## config.mk

```make
export PLATFORM = sky130hd
export DESIGN_NAME = bcd_real_time_clock_registers
export DESIGN_NICKNAME = d
export VERILOG_FILES = /design/src/bcdrtc_pkg.sv /design/src/bcdrtc_ctrl.sv /design/src/bcdrtc_dp.sv /design/src/bcd_real_time_clock_registers.sv
export SDC_FILE = /design/constraint.sdc
export NUM_CORES = 2
export LEC_CHECK = 0
export BUFFER_PORTS_ARGS = -buffer_cell sky130_fd_sc_hd__buf_2
export CORE_UTILIZATION = 40
export CTS_CLUSTER_SIZE = 10
export DETAILED_ROUTE_END_ITERATION = 8
export SLEW_MARGIN = 10
export SYNTH_ARGS = -nofsm -noshare
export SYNTH_HDL_FRONTEND = slang
export SYNTH_SLANG_ARGS = --single-unit
```

## constraint.sdc

```tcl
create_clock -name clk -period 9.58 [get_ports clk]
set_input_delay 0 -clock clk [delete_from_list [all_inputs] [get_ports clk]]
set_output_delay 0 -clock clk [all_outputs]
set_load 0.01 [all_outputs]
```

## src/bcdrtc_pkg.sv

```systemverilog
`timescale 1ns / 1ps
// ----------------------------------------------------------------------------
// bcdrtc_pkg
// Shared types, constants and calendar helpers for the BCD real-time clock.
// ----------------------------------------------------------------------------
package bcdrtc_pkg;

  typedef logic [12:0][3:0] bank_t;

  localparam logic [1:0] CMD_SELECT  = 2'd0;
  localparam logic [1:0] CMD_WRITE   = 2'd1;
  localparam logic [1:0] CMD_READ    = 2'd2;
  localparam logic [1:0] CMD_ADVANCE = 2'd3;

  localparam logic [3:0] REGS_PER_BANK = 4'd13;
  localparam logic [3:0] ADDR_MODE     = 4'hD;
  localparam logic [3:0] ADDR_RESET    = 4'hF;
  localparam logic [3:0] REG_FMT       = 4'd10;
  localparam logic [3:0] REG_LEAP      = 4'd11;
  localparam int         MODE_TIMER    = 3;

  localparam logic [31:0] DEFAULT_CPS    = 32'd3579545;
  localparam logic [31:0] SEC_PER_MIN    = 32'd60;
  localparam logic [31:0] HOUR_PER_DAY   = 32'd24;
  localparam logic [31:0] DAYS_PER_WEEK  = 32'd7;
  localparam logic [31:0] DAYS_PER_QUAD  = 32'd1461;
  localparam logic [31:0] QUADS_PER_CENT = 32'd25;

  typedef enum logic [3:0] {
    ST_IDLE, ST_EXEC, ST_NORM, ST_DIV_PERIOD, ST_DIV_SEC, ST_DIV_MIN,
    ST_DIV_HOUR, ST_DIV_WDAY, ST_DIV_DAYS, ST_DIV_YEAR, ST_DAYS
  } state_t;

  typedef enum logic [3:0] {
    OP_NONE, OP_LATCH, OP_EXEC, OP_NORM, OP_APPLY_PERIOD, OP_APPLY_SEC,
    OP_APPLY_MIN, OP_APPLY_HOUR, OP_APPLY_WDAY, OP_APPLY_DAYS,
    OP_APPLY_YEAR, OP_NEXT_DAY
  } op_t;

  typedef struct packed {
    op_t  op;
    logic finish;
  } ctl_t;

  typedef struct packed {
    logic [1:0] cmd;
    logic       need_norm;
    logic       adv_div;
    logic       div_done;
    logic       days_zero;
    logic       days_last;
  } sts_t;

  function automatic logic [7:0] tval(input logic [3:0] lo, input logic [3:0] hi);
    return 8'(lo) + 8'(hi) * 8'd10;
  endfunction

  function automatic logic [7:0] to_bcd(input logic [6:0] v);
    logic [3:0] t;
    logic [6:0] tv;
    t = '0;
    for (int i = 1; i < 10; i++) begin
      if (v >= 7'(i * 10)) t = 4'(i);
    end
    tv = 7'(t) * 7'd10;
    return {t, 4'(v - tv)};
  endfunction

  function automatic logic [4:0] month_days(input logic [7:0] m, input logic [1:0] leap);
    if (m == 8'd2) return (leap == 2'd0) ? 5'd29 : 5'd28;
    if (m == 8'd4 || m == 8'd6 || m == 8'd9 || m == 8'd11) return 5'd30;
    return 5'd31;
  endfunction

  function automatic logic [3:0] clampd(input logic [3:0] v, input logic [3:0] m);
    return (v > m) ? m : v;
  endfunction

  function automatic bank_t normalize(input bank_t b, input logic [1:0] leap);
    bank_t      r;
    logic [4:0] md;
    logic [7:0] bc;
    r = b;
    r[0] = clampd(r[0], 4'd9);
    r[1] = clampd(r[1], 4'd5);
    r[2] = clampd(r[2], 4'd9);
    r[3] = clampd(r[3], 4'd5);
    r[4] = clampd(r[4], 4'd9);
    r[5] = clampd(r[5], 4'd2);
    if (tval(r[4], r[5]) > 8'd23) begin
      r[4] = 4'd3;
      r[5] = 4'd2;
    end
    r[6] = clampd(r[6], 4'd6);
    if (tval(r[7], r[8]) == 8'd0) begin
      r[7] = 4'd1;
      r[8] = 4'd0;
    end
    md = month_days(tval(r[9], r[10]), leap);
    if (tval(r[7], r[8]) > 8'(md)) begin
      bc   = to_bcd(7'(md));
      r[8] = bc[7:4];
      r[7] = bc[3:0];
    end
    if (tval(r[9], r[10]) == 8'd0) begin
      r[9]  = 4'd1;
      r[10] = 4'd0;
    end
    if (tval(r[9], r[10]) > 8'd12) begin
      r[9]  = 4'd2;
      r[10] = 4'd1;
    end
    r[11] = clampd(r[11], 4'd9);
    r[12] = clampd(r[12], 4'd9);
    return r;
  endfunction

endpackage

```

## src/bcdrtc_ctrl.sv

```systemverilog
`timescale 1ns / 1ps
// ----------------------------------------------------------------------------
// bcdrtc_ctrl
// Sequencer: command execution, write clamping and the carry/division chain.
// ----------------------------------------------------------------------------
module bcdrtc_ctrl (
  input  logic              clk,
  input  logic              rst_n,
  input  logic              start,
  input  bcdrtc_pkg::sts_t  sts,
  output bcdrtc_pkg::ctl_t  ctl,
  output logic              busy
);

  bcdrtc_pkg::state_t state_r, state_nxt;

  always_ff @(posedge clk) begin
    if (!rst_n) begin
      state_r <= bcdrtc_pkg::ST_IDLE;
    end else begin
      state_r <= state_nxt;
    end
  end

  always_comb begin
    state_nxt = state_r;
    unique case (state_r)
      bcdrtc_pkg::ST_IDLE: begin
        if (start) state_nxt = bcdrtc_pkg::ST_EXEC;
      end
      bcdrtc_pkg::ST_EXEC: begin
        if (sts.cmd == bcdrtc_pkg::CMD_WRITE && sts.need_norm)
          state_nxt = bcdrtc_pkg::ST_NORM;
        else if (sts.cmd == bcdrtc_pkg::CMD_ADVANCE && sts.adv_div)
          state_nxt = bcdrtc_pkg::ST_DIV_PERIOD;
        else
          state_nxt = bcdrtc_pkg::ST_IDLE;
      end
      bcdrtc_pkg::ST_NORM: state_nxt = bcdrtc_pkg::ST_IDLE;
      bcdrtc_pkg::ST_DIV_PERIOD: if (sts.div_done) state_nxt = bcdrtc_pkg::ST_DIV_SEC;
      bcdrtc_pkg::ST_DIV_SEC:    if (sts.div_done) state_nxt = bcdrtc_pkg::ST_DIV_MIN;
      bcdrtc_pkg::ST_DIV_MIN:    if (sts.div_done) state_nxt = bcdrtc_pkg::ST_DIV_HOUR;
      bcdrtc_pkg::ST_DIV_HOUR:   if (sts.div_done) state_nxt = bcdrtc_pkg::ST_DIV_WDAY;
      bcdrtc_pkg::ST_DIV_WDAY:   if (sts.div_done) state_nxt = bcdrtc_pkg::ST_DIV_DAYS;
      bcdrtc_pkg::ST_DIV_DAYS:   if (sts.div_done) state_nxt = bcdrtc_pkg::ST_DIV_YEAR;
      bcdrtc_pkg::ST_DIV_YEAR: begin
        if (sts.div_done)
          state_nxt = sts.days_zero ? bcdrtc_pkg::ST_IDLE : bcdrtc_pkg::ST_DAYS;
      end
      bcdrtc_pkg::ST_DAYS: if (sts.days_last) state_nxt = bcdrtc_pkg::ST_IDLE;
      default: state_nxt = bcdrtc_pkg::ST_IDLE;
    endcase
  end

  always_comb begin
    ctl.op     = bcdrtc_pkg::OP_NONE;
    ctl.finish = 1'b0;
    unique case (state_r)
      bcdrtc_pkg::ST_IDLE: if (start) ctl.op = bcdrtc_pkg::OP_LATCH;
      bcdrtc_pkg::ST_EXEC: begin
        ctl.op = bcdrtc_pkg::OP_EXEC;
        ctl.finish = !((sts.cmd == bcdrtc_pkg::CMD_WRITE && sts.need_norm) ||
                       (sts.cmd == bcdrtc_pkg::CMD_ADVANCE && sts.adv_div));
      end
      bcdrtc_pkg::ST_NORM: begin
        ctl.op     = bcdrtc_pkg::OP_NORM;
        ctl.finish = 1'b1;
      end
      bcdrtc_pkg::ST_DIV_PERIOD: if (sts.div_done) ctl.op = bcdrtc_pkg::OP_APPLY_PERIOD;
      bcdrtc_pkg::ST_DIV_SEC:    if (sts.div_done) ctl.op = bcdrtc_pkg::OP_APPLY_SEC;
      bcdrtc_pkg::ST_DIV_MIN:    if (sts.div_done) ctl.op = bcdrtc_pkg::OP_APPLY_MIN;
      bcdrtc_pkg::ST_DIV_HOUR:   if (sts.div_done) ctl.op = bcdrtc_pkg::OP_APPLY_HOUR;
      bcdrtc_pkg::ST_DIV_WDAY:   if (sts.div_done) ctl.op = bcdrtc_pkg::OP_APPLY_WDAY;
      bcdrtc_pkg::ST_DIV_DAYS:   if (sts.div_done) ctl.op = bcdrtc_pkg::OP_APPLY_DAYS;
      bcdrtc_pkg::ST_DIV_YEAR: begin
        if (sts.div_done) begin
          ctl.op     = bcdrtc_pkg::OP_APPLY_YEAR;
          ctl.finish = sts.days_zero;
        end
      end
      bcdrtc_pkg::ST_DAYS: begin
        ctl.op     = bcdrtc_pkg::OP_NEXT_DAY;
        ctl.finish = sts.days_last;
      end
      default: ctl.op = bcdrtc_pkg::OP_NONE;
    endcase
  end

  assign busy = (state_r != bcdrtc_pkg::ST_IDLE);

endmodule

```

## src/bcdrtc_dp.sv

```systemverilog
`timescale 1ns / 1ps
// ----------------------------------------------------------------------------
// bcdrtc_dp
// Register banks, sub-second counter, bit-serial period divider, radix-16
// constant divider and calendar logic.
// ----------------------------------------------------------------------------
module bcdrtc_dp #(
  parameter int CYCLE_COUNT_WIDTH = 32
) (
  input  logic                         clk,
  input  logic                         rst_n,
  input  bcdrtc_pkg::ctl_t             ctl,
  output bcdrtc_pkg::sts_t             sts,
  input  logic [1:0]                   in_command,
  input  logic [3:0]                   in_value,
  input  logic [CYCLE_COUNT_WIDTH-1:0] in_cycle_count,
  input  logic                         cfg_we,
  input  logic [31:0]                  cfg_wdata,
  output logic                         out_valid,
  output logic [3:0]                   out_read_data
);

  localparam int DW   = CYCLE_COUNT_WIDTH + 1;
  localparam int NDIG = (DW + 3) / 4;
  localparam int DQW  = 4 * NDIG;
  localparam int CNTW = $clog2(DW + 1);
  localparam int XW   = CYCLE_COUNT_WIDTH + 34;

  logic [1:0]                   cmd_r;
  logic [3:0]                   val_r;
  logic [CYCLE_COUNT_WIDTH-1:0] cnt_r;

  bcdrtc_pkg::bank_t bank0_r, bank1_r, bank2_r, bank3_r;
  bcdrtc_pkg::bank_t bank0_nxt, bank1_nxt, bank2_nxt, bank3_nxt;
  logic [3:0]  sel_r, sel_nxt, mode_r, mode_nxt;
  logic [31:0] sub_r, sub_nxt, cps_r, cps_nxt;
  logic [DQW-1:0] carry_r, carry_nxt;
  logic [10:0] days_r, days_nxt;
  logic [DQW-1:0] dq_r, dq_nxt;
  logic [31:0] drem_r, drem_nxt, ddiv_r, ddiv_nxt;
  logic [CNTW-1:0] dcnt_r, dcnt_nxt;
  logic        rad_r, rad_nxt;
  logic        out_valid_r, out_valid_nxt;
  logic [3:0]  out_read_data_r, out_read_data_nxt;

  logic [1:0]  bank;
  logic        in_bank;
  logic [3:0]  rd_nib;
  logic [31:0] period;
  logic [32:0] need;
  logic [XW-1:0] cx, nx;
  logic        adv_div;
  logic [1:0]  leap;
  logic [32:0] rsh;
  logic [14:0] dv, dr, dm;
  logic [3:0]  qd;
  logic [6:0]  sum;
  logic        c;
  logic [7:0]  bc, y, d, m;
  logic [4:0]  md;
  logic [3:0]  wd;
  logic [DQW-1:0] nc;

  assign bank    = mode_r[1:0];
  assign in_bank = sel_r < bcdrtc_pkg::REGS_PER_BANK;
  assign leap    = bank1_r[bcdrtc_pkg::REG_LEAP][1:0];
  assign period  = (cps_r == 32'd0) ? 32'd1 : cps_r;
  assign need    = (sub_r >= period) ? 33'd1 : ({1'b0, period} - {1'b0, sub_r});
  assign cx      = XW'(cnt_r);
  assign nx      = XW'(need);
  assign adv_div = mode_r[bcdrtc_pkg::MODE_TIMER] && (cx >= nx);

  always_comb begin
    rd_nib = 4'd0;
    if (sel_r == bcdrtc_pkg::ADDR_MODE) begin
      rd_nib = mode_r;
    end else if (in_bank) begin
      unique case (bank)
        2'd0: rd_nib = bank0_r[sel_r];
        2'd1: rd_nib = bank1_r[sel_r];
        2'd2: rd_nib = bank2_r[sel_r];
        2'd3: rd_nib = bank3_r[sel_r];
        default: rd_nib = 4'd0;
      endcase
    end
  end

  always_comb begin
    sts.cmd       = cmd_r;
    sts.need_norm = in_bank && (bank == 2'd0 || (bank == 2'd1 &&
                    (sel_r == bcdrtc_pkg::REG_FMT || sel_r == bcdrtc_pkg::REG_LEAP)));
    sts.adv_div   = adv_div;
    sts.div_done  = (dcnt_r == '0);
    sts.days_zero = (days_r == 11'd0);
    sts.days_last = (days_r == 11'd1);
  end

  always_comb begin
    bank0_nxt = bank0_r;
    bank1_nxt = bank1_r;
    bank2_nxt = bank2_r;
    bank3_nxt = bank3_r;
    sel_nxt   = sel_r;
    mode_nxt  = mode_r;
    sub_nxt   = sub_r;
    cps_nxt   = cfg_we ? cfg_wdata : cps_r;
    carry_nxt = carry_r;
    days_nxt  = days_r;
    dq_nxt    = dq_r;
    drem_nxt  = drem_r;
    ddiv_nxt  = ddiv_r;
    dcnt_nxt  = dcnt_r;
    rad_nxt   = rad_r;
    sum = '0;
    c   = 1'b0;
    bc  = '0;
    y   = '0;
    d   = '0;
    m   = '0;
    md  = '0;
    wd  = '0;
    nc  = '0;
    rsh = {drem_r, dq_r[DW-1]};
    dv  = {drem_r[10:0], dq_r[DQW-1 -: 4]};
    dr  = dv;
    dm  = '0;
    qd  = '0;
    if (dcnt_r != '0) begin
      if (rad_r) begin
        // one quotient digit per cycle against the multiples of the constant
        for (int j = 1; j < 16; j++) begin
          dm = ddiv_r[14:0] * 15'(j);
          if (dv >= dm) begin
            qd = 4'(j);
            dr = dv - dm;
          end
        end
        drem_nxt = 32'(dr);
        dq_nxt   = {dq_r[DQW-5:0], qd};
      end else if (rsh >= {1'b0, ddiv_r}) begin
        drem_nxt = 32'(rsh - {1'b0, ddiv_r});
        dq_nxt   = DQW'({dq_r[DW-2:0], 1'b1});
      end else begin
        drem_nxt = rsh[31:0];
        dq_nxt   = DQW'({dq_r[DW-2:0], 1'b0});
      end
      dcnt_nxt = dcnt_r - 1'b1;
    end
    unique case (ctl.op)
      bcdrtc_pkg::OP_EXEC: begin
        unique case (cmd_r)
          bcdrtc_pkg::CMD_SELECT: sel_nxt = val_r;
          bcdrtc_pkg::CMD_WRITE: begin
            if (sel_r == bcdrtc_pkg::ADDR_MODE) begin
              mode_nxt = val_r;
            end else if (sel_r == bcdrtc_pkg::ADDR_RESET) begin
              if (val_r[0]) begin
                for (int i = 0; i < 9; i++) bank1_nxt[i] = 4'd0;
              end
              if (val_r[1]) sub_nxt = 32'd0;
            end else if (in_bank) begin
              unique case (bank)
                2'd0: bank0_nxt[sel_r] = val_r;
                2'd1: bank1_nxt[sel_r] = val_r;
                2'd2: bank2_nxt[sel_r] = val_r;
                2'd3: bank3_nxt[sel_r] = val_r;
                default: bank0_nxt = bank0_r;
              endcase
            end
          end
          bcdrtc_pkg::CMD_READ: sel_nxt = sel_r;
          bcdrtc_pkg::CMD_ADVANCE: begin
            if (mode_r[bcdrtc_pkg::MODE_TIMER]) begin
              if (!adv_div) begin
                sub_nxt = sub_r + cx[31:0];
              end else begin
                dq_nxt   = DQW'(cx - nx);
                ddiv_nxt = period;
                drem_nxt = '0;
                dcnt_nxt = CNTW'(DW);
                rad_nxt  = 1'b0;
              end
            end
          end
          default: sel_nxt = sel_r;
        endcase
      end
      bcdrtc_pkg::OP_NORM: begin
        bank0_nxt = bcdrtc_pkg::normalize(bank0_r, leap);
        bank1_nxt[bcdrtc_pkg::REG_FMT]  = bank1_r[bcdrtc_pkg::REG_FMT] & 4'd3;
        bank1_nxt[bcdrtc_pkg::REG_LEAP] = bank1_r[bcdrtc_pkg::REG_LEAP] & 4'd3;
      end
      bcdrtc_pkg::OP_APPLY_PERIOD: begin
        sub_nxt  = drem_r;
        dq_nxt   = dq_r + 1'b1;
        ddiv_nxt = bcdrtc_pkg::SEC_PER_MIN;
        drem_nxt = '0;
        dcnt_nxt = CNTW'(NDIG);
        rad_nxt  = 1'b1;
      end
      bcdrtc_pkg::OP_APPLY_SEC, bcdrtc_pkg::OP_APPLY_MIN: begin
        if (ctl.op == bcdrtc_pkg::OP_APPLY_SEC)
          sum = 7'(bcdrtc_pkg::tval(bank0_r[0], bank0_r[1])) + 7'(drem_r[5:0]);
        else
          sum = 7'(bcdrtc_pkg::tval(bank0_r[2], bank0_r[3])) + 7'(drem_r[5:0]);
        if (sum >= 7'd60) begin
          sum = sum - 7'd60;
          c   = 1'b1;
        end
        bc = bcdrtc_pkg::to_bcd(sum);
        if (ctl.op == bcdrtc_pkg::OP_APPLY_SEC) begin
          bank0_nxt[0] = bc[3:0];
          bank0_nxt[1] = bc[7:4];
          ddiv_nxt     = bcdrtc_pkg::SEC_PER_MIN;
        end else begin
          bank0_nxt[2] = bc[3:0];
          bank0_nxt[3] = bc[7:4];
          ddiv_nxt     = bcdrtc_pkg::HOUR_PER_DAY;
        end
        nc       = dq_r + DQW'(c);
        dq_nxt   = nc;
        drem_nxt = '0;
        dcnt_nxt = CNTW'(NDIG);
      end
      bcdrtc_pkg::OP_APPLY_HOUR: begin
        sum = 7'(bcdrtc_pkg::tval(bank0_r[4], bank0_r[5])) + 7'(drem_r[4:0]);
        if (sum >= 7'd24) begin
          sum = sum - 7'd24;
          c   = 1'b1;
        end
        bc = bcdrtc_pkg::to_bcd(sum);
        bank0_nxt[4] = bc[3:0];
        bank0_nxt[5] = bc[7:4];
        nc        = dq_r + DQW'(c);
        carry_nxt = nc;
        dq_nxt    = nc;
        ddiv_nxt  = bcdrtc_pkg::DAYS_PER_WEEK;
        drem_nxt  = '0;
        dcnt_nxt  = CNTW'(NDIG);
      end
      bcdrtc_pkg::OP_APPLY_WDAY: begin
        wd = bank0_r[6] + drem_r[3:0];
        if (wd >= 4'd7) wd = wd - 4'd7;
        bank0_nxt[6] = wd;
        dq_nxt   = carry_r;
        ddiv_nxt = bcdrtc_pkg::DAYS_PER_QUAD;
        drem_nxt = '0;
        dcnt_nxt = CNTW'(NDIG);
      end
      bcdrtc_pkg::OP_APPLY_DAYS: begin
        days_nxt = drem_r[10:0];
        dq_nxt   = dq_r;
        ddiv_nxt = bcdrtc_pkg::QUADS_PER_CENT;
        drem_nxt = '0;
        dcnt_nxt = CNTW'(NDIG);
      end
      bcdrtc_pkg::OP_APPLY_YEAR: begin
        y = bcdrtc_pkg::tval(bank0_r[11], bank0_r[12]) + {1'b0, drem_r[4:0], 2'b00};
        if (y >= 8'd100) y = y - 8'd100;
        bc = bcdrtc_pkg::to_bcd(y[6:0]);
        bank0_nxt[11] = bc[3:0];
        bank0_nxt[12] = bc[7:4];
      end
      bcdrtc_pkg::OP_NEXT_DAY: begin
        days_nxt = days_r - 1'b1;
        d  = bcdrtc_pkg::tval(bank0_r[7], bank0_r[8]) + 8'd1;
        md = bcdrtc_pkg::month_days(bcdrtc_pkg::tval(bank0_r[9], bank0_r[10]), leap);
        if (d <= 8'(md)) begin
          bc = bcdrtc_pkg::to_bcd(d[6:0]);
          bank0_nxt[7] = bc[3:0];
          bank0_nxt[8] = bc[7:4];
        end else begin
          bank0_nxt[7] = 4'd1;
          bank0_nxt[8] = 4'd0;
          m = bcdrtc_pkg::tval(bank0_r[9], bank0_r[10]) + 8'd1;
          if (m <= 8'd12) begin
            bc = bcdrtc_pkg::to_bcd(m[6:0]);
            bank0_nxt[9]  = bc[3:0];
            bank0_nxt[10] = bc[7:4];
          end else begin
            bank0_nxt[9]  = 4'd1;
            bank0_nxt[10] = 4'd0;
            y = bcdrtc_pkg::tval(bank0_r[11], bank0_r[12]) + 8'd1;
            if (y >= 8'd100) y = y - 8'd100;
            bc = bcdrtc_pkg::to_bcd(y[6:0]);
            bank0_nxt[11] = bc[3:0];
            bank0_nxt[12] = bc[7:4];
            bank1_nxt[bcdrtc_pkg::REG_LEAP] = {2'b00, leap + 2'd1};
          end
        end
      end
      default: sel_nxt = sel_r;
    endcase
    out_valid_nxt     = ctl.finish;
    out_read_data_nxt = (ctl.finish && cmd_r == bcdrtc_pkg::CMD_READ) ? rd_nib : 4'd0;
  end

  always_ff @(posedge clk) begin
    if (!rst_n) begin
      bank0_r         <= '0;
      bank0_r[7]      <= 4'd1;
      bank0_r[9]      <= 4'd1;
      bank1_r         <= '0;
      bank1_r[bcdrtc_pkg::REG_FMT] <= 4'd1;
      bank2_r         <= '0;
      bank2_r[0]      <= 4'hA;
      bank2_r[12]     <= 4'h2;
      bank3_r         <= '0;
      sel_r           <= '0;
      mode_r          <= 4'd8;
      sub_r           <= '0;
      cps_r           <= bcdrtc_pkg::DEFAULT_CPS;
      days_r          <= '0;
      dcnt_r          <= '0;
      out_valid_r     <= 1'b0;
      out_read_data_r <= '0;
    end else begin
      bank0_r         <= bank0_nxt;
      bank1_r         <= bank1_nxt;
      bank2_r         <= bank2_nxt;
      bank3_r         <= bank3_nxt;
      sel_r           <= sel_nxt;
      mode_r          <= mode_nxt;
      sub_r           <= sub_nxt;
      cps_r           <= cps_nxt;
      days_r          <= days_nxt;
      dcnt_r          <= dcnt_nxt;
      out_valid_r     <= out_valid_nxt;
      out_read_data_r <= out_read_data_nxt;
    end
  end

  always_ff @(posedge clk) begin
    carry_r <= carry_nxt;
    dq_r    <= dq_nxt;
    drem_r  <= drem_nxt;
    ddiv_r  <= ddiv_nxt;
    rad_r   <= rad_nxt;
    if (ctl.op == bcdrtc_pkg::OP_LATCH) begin
      cmd_r <= in_command;
      val_r <= in_value;
      cnt_r <= in_cycle_count;
    end
  end

  assign out_valid     = out_valid_r;
  assign out_read_data = out_read_data_r;

endmodule

```

## src/bcd_real_time_clock_registers.sv

```systemverilog
`timescale 1ns / 1ps
// ----------------------------------------------------------------------------
// bcd_real_time_clock_registers
// BCD real-time clock with nibble register port and calendar advance.
// ----------------------------------------------------------------------------
// Select, read and write-to-other registers: result registered after the EXEC state.
// Clamped writes (time bank, 12/24 flag, leap counter) pass through the NORM state.
// Advance with whole seconds: a bit-serial period divide over W+1 bits (W =
// CYCLE_COUNT_WIDTH), then six radix-16 constant divides, then the calendar steps
// one leftover day per cycle (up to 1460). One transaction at a time.
// Synchronous active-low reset restores the power-on register contents.
module bcd_real_time_clock_registers #(
  parameter int CYCLE_COUNT_WIDTH = 32
) (
  input  logic                         clk,
  input  logic                         rst_n,
  input  logic                         start,
  output logic                         busy,
  input  logic [1:0]                   in_command,
  input  logic [3:0]                   in_value,
  input  logic [CYCLE_COUNT_WIDTH-1:0] in_cycle_count,
  input  logic                         cfg_we,
  input  logic [31:0]                  cfg_wdata,
  output logic                         out_valid,
  output logic [3:0]                   out_read_data
);

  bcdrtc_pkg::ctl_t ctl;
  bcdrtc_pkg::sts_t sts;

  bcdrtc_ctrl u_ctrl (
    .clk   (clk),
    .rst_n (rst_n),
    .start (start),
    .sts   (sts),
    .ctl   (ctl),
    .busy  (busy)
  );

  bcdrtc_dp #(
    .CYCLE_COUNT_WIDTH (CYCLE_COUNT_WIDTH)
  ) u_dp (
    .clk            (clk),
    .rst_n          (rst_n),
    .ctl            (ctl),
    .sts            (sts),
    .in_command     (in_command),
    .in_value       (in_value),
    .in_cycle_count (in_cycle_count),
    .cfg_we         (cfg_we),
    .cfg_wdata      (cfg_wdata),
    .out_valid      (out_valid),
    .out_read_data  (out_read_data)
  );

endmodule

```

* Word level (Yosys, flattened, before mapping)
Index checks and enable logic that the tools add are counted.
** Storage, ports and cells
- Register bits after elaboration :: 481
- Word-level logic and storage cells :: 650
- Input port bits :: 74
- Output and inout port bits :: 6
** Cells by class
- Add/subtract/negate cells :: 54
- Reductions and logical operators :: 64
- Bitwise logic cells :: 3
- Muxes and demuxes :: 258
- Multipliers :: 27
- Equal/unequal tests :: 73
- $lt $le $gt $ge :: 100
** Operator list (number)
- two-way mux 32 bit :: 15
- two-way mux 4 bit :: 67
- two-way mux 52 bit :: 5
- two-way mux 36 bit :: 7
- >= comparator 15 bit :: 15
- two-way mux 15 bit :: 15
- subtractor 15 bit :: 15
- one-hot mux 36 bit (6 select lines) :: 1
- bitwise mux 52 bit :: 4
- two-way mux 48 bit :: 4
- one-hot mux 32 bit (2 select lines) :: 3
- one-hot mux 32 bit (6 select lines) :: 1
- >= comparator 7 x 6 -> 1 bit, second input constant :: 19
- >= comparator 7 bit, second input constant :: 18
- two-way mux 3 bit :: 33
- two-way mux 8 bit :: 12
- one-hot mux 16 bit (3 select lines) :: 2
- >= comparator 7 x 5 -> 1 bit, second input constant :: 13
- two-way mux 7 bit :: 12
- adder 36 x 1 -> 36 bit :: 2
- binary-select mux 4 bit (select 4 bit) :: 4
- multiplier 15 x 4 -> 15 bit, second input constant :: 4
- adder 4 x 8 -> 8 bit :: 6
- two-way mux 5 bit :: 9
- other kinds (102) :: 293

* Depth between registers and ports, before layout
- Word-level depth :: 33
- Depth in mapped cells :: 35

* Cells and area by module
A second synthesis with hierarchy kept.
** Second synthesis, totals
- Cells, all modules :: 6520
- Area total of the unflattened synthesis :: 52395.3 um^2
** By module, submodules not included
- bcdrtc_dp :: times used 1, area an instance 51879.8 um^2, cells each 6450
- bcdrtc_ctrl :: times used 1, area an instance 515.5 um^2, cells each 70

* Worst setup path before layout
No wires, ideal clock.
- Path type :: reg-to-reg
- Start point :: reg u_dp.cps_r[25]
- End point :: reg u_dp.ddiv_r[0] (enable)
- Arrival time :: 6480 ps
- Setup slack :: 2691 ps
- Buffers on the path :: 4
- Clock period less this slack :: 6889 ps
- Cell stages (with the launch flop) :: 32
- Path through :: dfxtp_1 > nor4_1 > nand4_1 > o21bai_1 > inv_1 > ha_1 > nor2b_1 > o21ai_0 > a41oi_1 > a211oi_1 > o21ai_0 > o2111ai_1 > a21oi_1 > clkbuf_1 > nand2_1 > ha_1 > inv_1 > fa_1 > a21o_1 > a21oi_1 > o21bai_1 > a211oi_1 > or2_2 > o21ai_0 > o22ai_1 > nor2_1 > and2_1 > nor2b_1 > clkbuf_1 > inv_1 > clkbuf_1 > clkbuf_1
** Between the ends
- Longest elaborated chain between the ends :: 8
- Elaborated cells on any way between the ends :: 9
- Those cells by class :: add/sub (1); order compare (2); eq/ne (1); mux (2); reduce/logical (3)
** RTL lines
- start: declaration :: RTL line bcdrtc_dp.sv:36 : logic [31:0] sub_r, sub_nxt, cps_r, cps_nxt;
- start signal: assignment :: RTL line bcdrtc_dp.sv:312 : cps_r <= bcdrtc_pkg::DEFAULT_CPS;
- start signal: assignment :: RTL line bcdrtc_dp.sv:325 : cps_r <= cps_nxt;
- zero test 32 bit :: RTL line bcdrtc_dp.sv:67 : assign period = (cps_r == 32'd0) ? 32'd1 : cps_r;
- two-way mux 32 bit (*) :: RTL line bcdrtc_dp.sv:67
- subtractor 32 x 32 -> 33 bit or >= comparator 32 bit (tied branches) :: RTL line bcdrtc_dp.sv:68 : assign need = (sub_r >= period) ? 33'd1 : ({1'b0, period} - {1'b0, sub_r});
- two-way mux 33 bit (*) :: RTL line bcdrtc_dp.sv:68
- >= comparator 32 x 33 -> 1 bit (*) :: RTL line bcdrtc_dp.sv:71 : assign adv_div = mode_r[bcdrtc_pkg::MODE_TIMER] && (cx >= nx);
- logical AND 1 bit (*) :: RTL line bcdrtc_dp.sv:71
- != test 2 x 1 -> 1 bit (no line) (*)
- AND reduction 4 bit (no line) (*)
- end signal: assignment :: RTL line bcdrtc_dp.sv:337 : ddiv_r <= ddiv_nxt;
- end: declaration :: RTL line bcdrtc_dp.sv:40 : logic [31:0] drem_r, drem_nxt, ddiv_r, ddiv_nxt;
Every way passes the cells marked *; elsewhere a longest branch is shown, timed or not.
A chain may end at the register's enable or synchronous reset.

* Worst setup path after layout
- Start point :: reg u_dp.cps_r[25]
- End point :: reg u_dp.ddiv_r[19] (enable)
Same word-level chain as after synthesis.

==> reports/qor.txt <==
run status = finished clean
# resized after CTS = 0
die extent in y = 361 um
wire length of the first global-routing pass = 304000 um
count of pins over their slew limit = 0
relative area change from synthesis to final layout = 8.72%
cell with the biggest individual delay on the critical path = sky130_fd_sc_hd__buf_4
ys flop type = sky130_fd_sc_hd__dfxtp_1
# clock sinks = 481
Multi-input gate area = 38100 um^2
overall fraction of global-route tracks in use = 30.1%
DP Wirelength = 153000 um
Min Hold Slack = 0.0472 ns
register cell area after layout = 11100 um^2
post-layout minimum cycle time = 8.05 ns
share of Yosys cell area claimed by the top area cell type = 13.1%
count of flip-flops with a built-in enable after synthesis = 143
Floorplan Core Area = 128000 um^2
via/cell ratio = 6.23
peak clock frequency supported by timing = 124 MHz
synthesized-area fraction occupied by ao, oa, aoi and oai cells = 25.7%
clock buffer depth = 3
Yosys warnings = 0
mapped cell area = 51700 um^2
number of violations of the max-capacitance limit = 0
CP Capture Type = flip-flop
total congestion overflow after global routing = 0
number of antenna violations at the first check in global routing = 8
DRC marker count from the first detailed-route iteration = 5603
relative slew slack = 14.5%
cell taking the most area after synthesis = sky130_fd_sc_hd__dfxtp_1
final instance area = 56200 um^2
layout filler cell count = 12923
gpl congestion = 1.08
post-route non-filler standard cell count = 8116
Final Net Count = 7126
Synth area leaders = sky130_fd_sc_hd__dfxtp_1 13%, sky130_fd_sc_hd__ha_1 13%, sky130_fd_sc_hd__edfxtp_1 8.3%, sky130_fd_sc_hd__a21oi_1 5.6%, sky130_fd_sc_hd__xnor2_1 5.2%
number of detailed-route iterations in the first pass = 7
number of buffers created by CTS = 56
HP Class = in2reg
number of global-route vias before repair = 47807
final setup violation count = 0
Root Driver = sky130_fd_sc_hd__clkbuf_16
Post-Synth Simple-Gate Area = 17.0%
Final Cycle Share = 84.0%
launching element type of the critical path = flip-flop
mean post-synth cell area = 8.03 um^2
CP peak stage delay = 0.58 ns
clock input transition at the sequential cells of the worst setup and hold paths = 0.06 ns
synthesized-area fraction occupied by xor and xnor cells = 8.14%
Mapped Cells = 6435
Starting Density = 40.4%
transition at the pin with the smallest max-transition slack = 1.27 ns
number of placed instances with taps included = 7949
Crit path arrival time = 8.33 ns
synthesis-stage register bit count = 481
sequential fraction of the synthesis area = 21.4%
number of H-tree branching levels = 2
CP Data Required Time = 9.86 ns
port buffer count = 79
Worst Reg-to-Reg Cells = 30
hold path depth = 2
adder-cell share of the synthesized area = 17.0%
share of synthesized flip-flops with an asynchronous set or reset = 0%
post-placement cell area = 53800 um^2
proportion of synthesized area in mux cells = 5.70%
Post-Route Setup TNS = 0 ns
critical path peak fanout = 49
detailed-route wire length = 203000 um
RSZ-0062 raised after global routing = false
die area = 131000 um^2
CP Class = reg2reg
DRC violations left = 0
number of hold violations in the final report = 0
distinct cell type count of the synthesized netlist = 103
dominant combinational cell family by area after synthesis = compound AO/OA/AOI/OAI gates
final setup skew = 0.0265 ns
die width = 361 um
largest net degree at the start of global routing = 79
average wire per cell in the routed design = 25.0 um
remaining number of nets flagged by the antenna check after routing = 0
Worst-Skew Late Latency = 0.66 ns
share of layout cells above drive strength 1 = 6.42%
number of top-level pins = 80
vias post-DR = 50561
TritonCTS clock tree = done
number of rows in the core area = 131
## kinds of logic after synthesis
logic type      count (synthesis)
compound gates               2034
xor+xnor                      479
fa+ha+maj                     639
buf+inv                       687
flops                         481
mux                           226
other cells                     1
simple gates                 1888
## sequential cells by signal (all words and copies together) (netlist names), 6 cells and up
| register | cells |
|---|---|
| u_dp.bank0_r | 52 |
| u_dp.ddiv_r | 32 |
| u_dp.carry_r | 36 |
| u_dp.cps_r | 32 |
| u_dp.dcnt_r | 6 |
| u_dp.days_r | 11 |
| u_dp.dq_r | 36 |
| u_dp.drem_r | 32 |
| u_dp.bank2_r | 52 |
| u_dp.bank1_r | 52 |
| u_dp.bank3_r | 52 |
| u_dp.cnt_r | 32 |
| u_dp.sub_r | 32 |
## cell type report
cell class	instances	area share (%)
sequential	481	19.7
antenna	4	0.0178
tap	1662	3.70
clock inverter	8	0.225
clock buffer	84	2.75
timing repair buffer	254	3.36
inverter	354	2.38
multi-input combinational	5269	67.9
## through the flow
stage          setup WS [ns]  util [%]
2_1_floorplan           2.69         -
3_3_place_gp            1.95      42.1
3_5_place_dp            1.75      42.1
4_1_cts                 1.71      44.0
5_1_grt                 1.07      44.0
6_report                1.53      44.0
## per-layer routing
| layer | vias to the layer above | GRT usage (%) | part of all wire [%] |
|---|---|---|---|
| li1 | 23538 | - | - |
| met1 | 24369 | 41.8 | 44 |
| met2 | 2241 | 46.3 | 43 |
| met3 | 409 | 4.71 | 8.6 |
| met4 | 4 | 11.8 | 4.4 |
| met5 | - | 0 | 0.013 |
## what timing repair did
| item | CTS | global route |
|---|---|---|
| setup endpoints to repair | 0 | 0 |
| hold buffers | 71 | 0 |
| hold endpoints to repair | 117 | 0 |
| setup buffers | 0 | 0 |
## Yosys cell counts, types with 67 or more instances
| cell type | number |
|---|---|
| sky130_fd_sc_hd__nor2_1 | 542 |
| sky130_fd_sc_hd__inv_1 | 346 |
| sky130_fd_sc_hd__a21o_1 | 179 |
| sky130_fd_sc_hd__edfxtp_1 | 143 |
| sky130_fd_sc_hd__xor2_1 | 173 |
| sky130_fd_sc_hd__and2_1 | 76 |
| sky130_fd_sc_hd__o21ai_0 | 385 |
| sky130_fd_sc_hd__a31oi_1 | 93 |
| sky130_fd_sc_hd__clkbuf_1 | 304 |
| sky130_fd_sc_hd__ha_1 | 530 |
| sky130_fd_sc_hd__dfxtp_1 | 338 |
| sky130_fd_sc_hd__nand2b_1 | 80 |
| sky130_fd_sc_hd__nand2_1 | 563 |
| sky130_fd_sc_hd__a211oi_1 | 95 |
| sky130_fd_sc_hd__o21a_1 | 67 |
| sky130_fd_sc_hd__mux2i_1 | 150 |
| sky130_fd_sc_hd__xnor2_1 | 304 |
| sky130_fd_sc_hd__a21oi_1 | 583 |
| sky130_fd_sc_hd__nand3_1 | 184 |
| sky130_fd_sc_hd__nor3_1 | 119 |
| sky130_fd_sc_hd__fa_1 | 106 |
## worst max-delay path, delay by kind of cell (launching register included)
| kind | cells | cell delay [ns] |
|---|---|---|
| compound gates | 13 | 2.93 |
| buf+inv | 6 | 1.49 |
| fa+ha+maj | 3 | 0.60 |
| simple gates | 8 | 2.23 |
| flops | 1 | 0.33 |
## final timing paths
| check | from | endpoint | slack (ns) |
|---|---|---|---|
| worst min-delay path | in_cycle_count[19] | u_dp.cnt_r[19]$_DFFE_PN_ | 0.05 |
| worst max register to register | u_dp.cps_r[25]$_SDFFE_PN0P_ | u_dp.ddiv_r[19]$_SDFFCE_PN0P_ | 1.53 |
| worst min register to register | u_dp.bank3_r[29]$_SDFFE_PN0P_ | u_dp.bank3_r[29]$_SDFFE_PN0P_ | 0.45 |
| worst max-delay path | u_dp.cps_r[25]$_SDFFE_PN0P_ | u_dp.ddiv_r[19]$_SDFFCE_PN0P_ | 1.53 |
## cells in the final DEF, fill, tap and decap left out, drive strengths merged, types with 150 or more instances in the layout
master	instances
xnor2	306
o21ai	391
a21oi	583
dfxtp	338
ha	530
nand3	184
mux2i	150
a21o	179
nand2	563
nor2	544
xor2	173
buf	183
inv	349
Power is not shown: default switching activity piles up to over one toggle a cycle in this logic, so the estimate is an artifact.
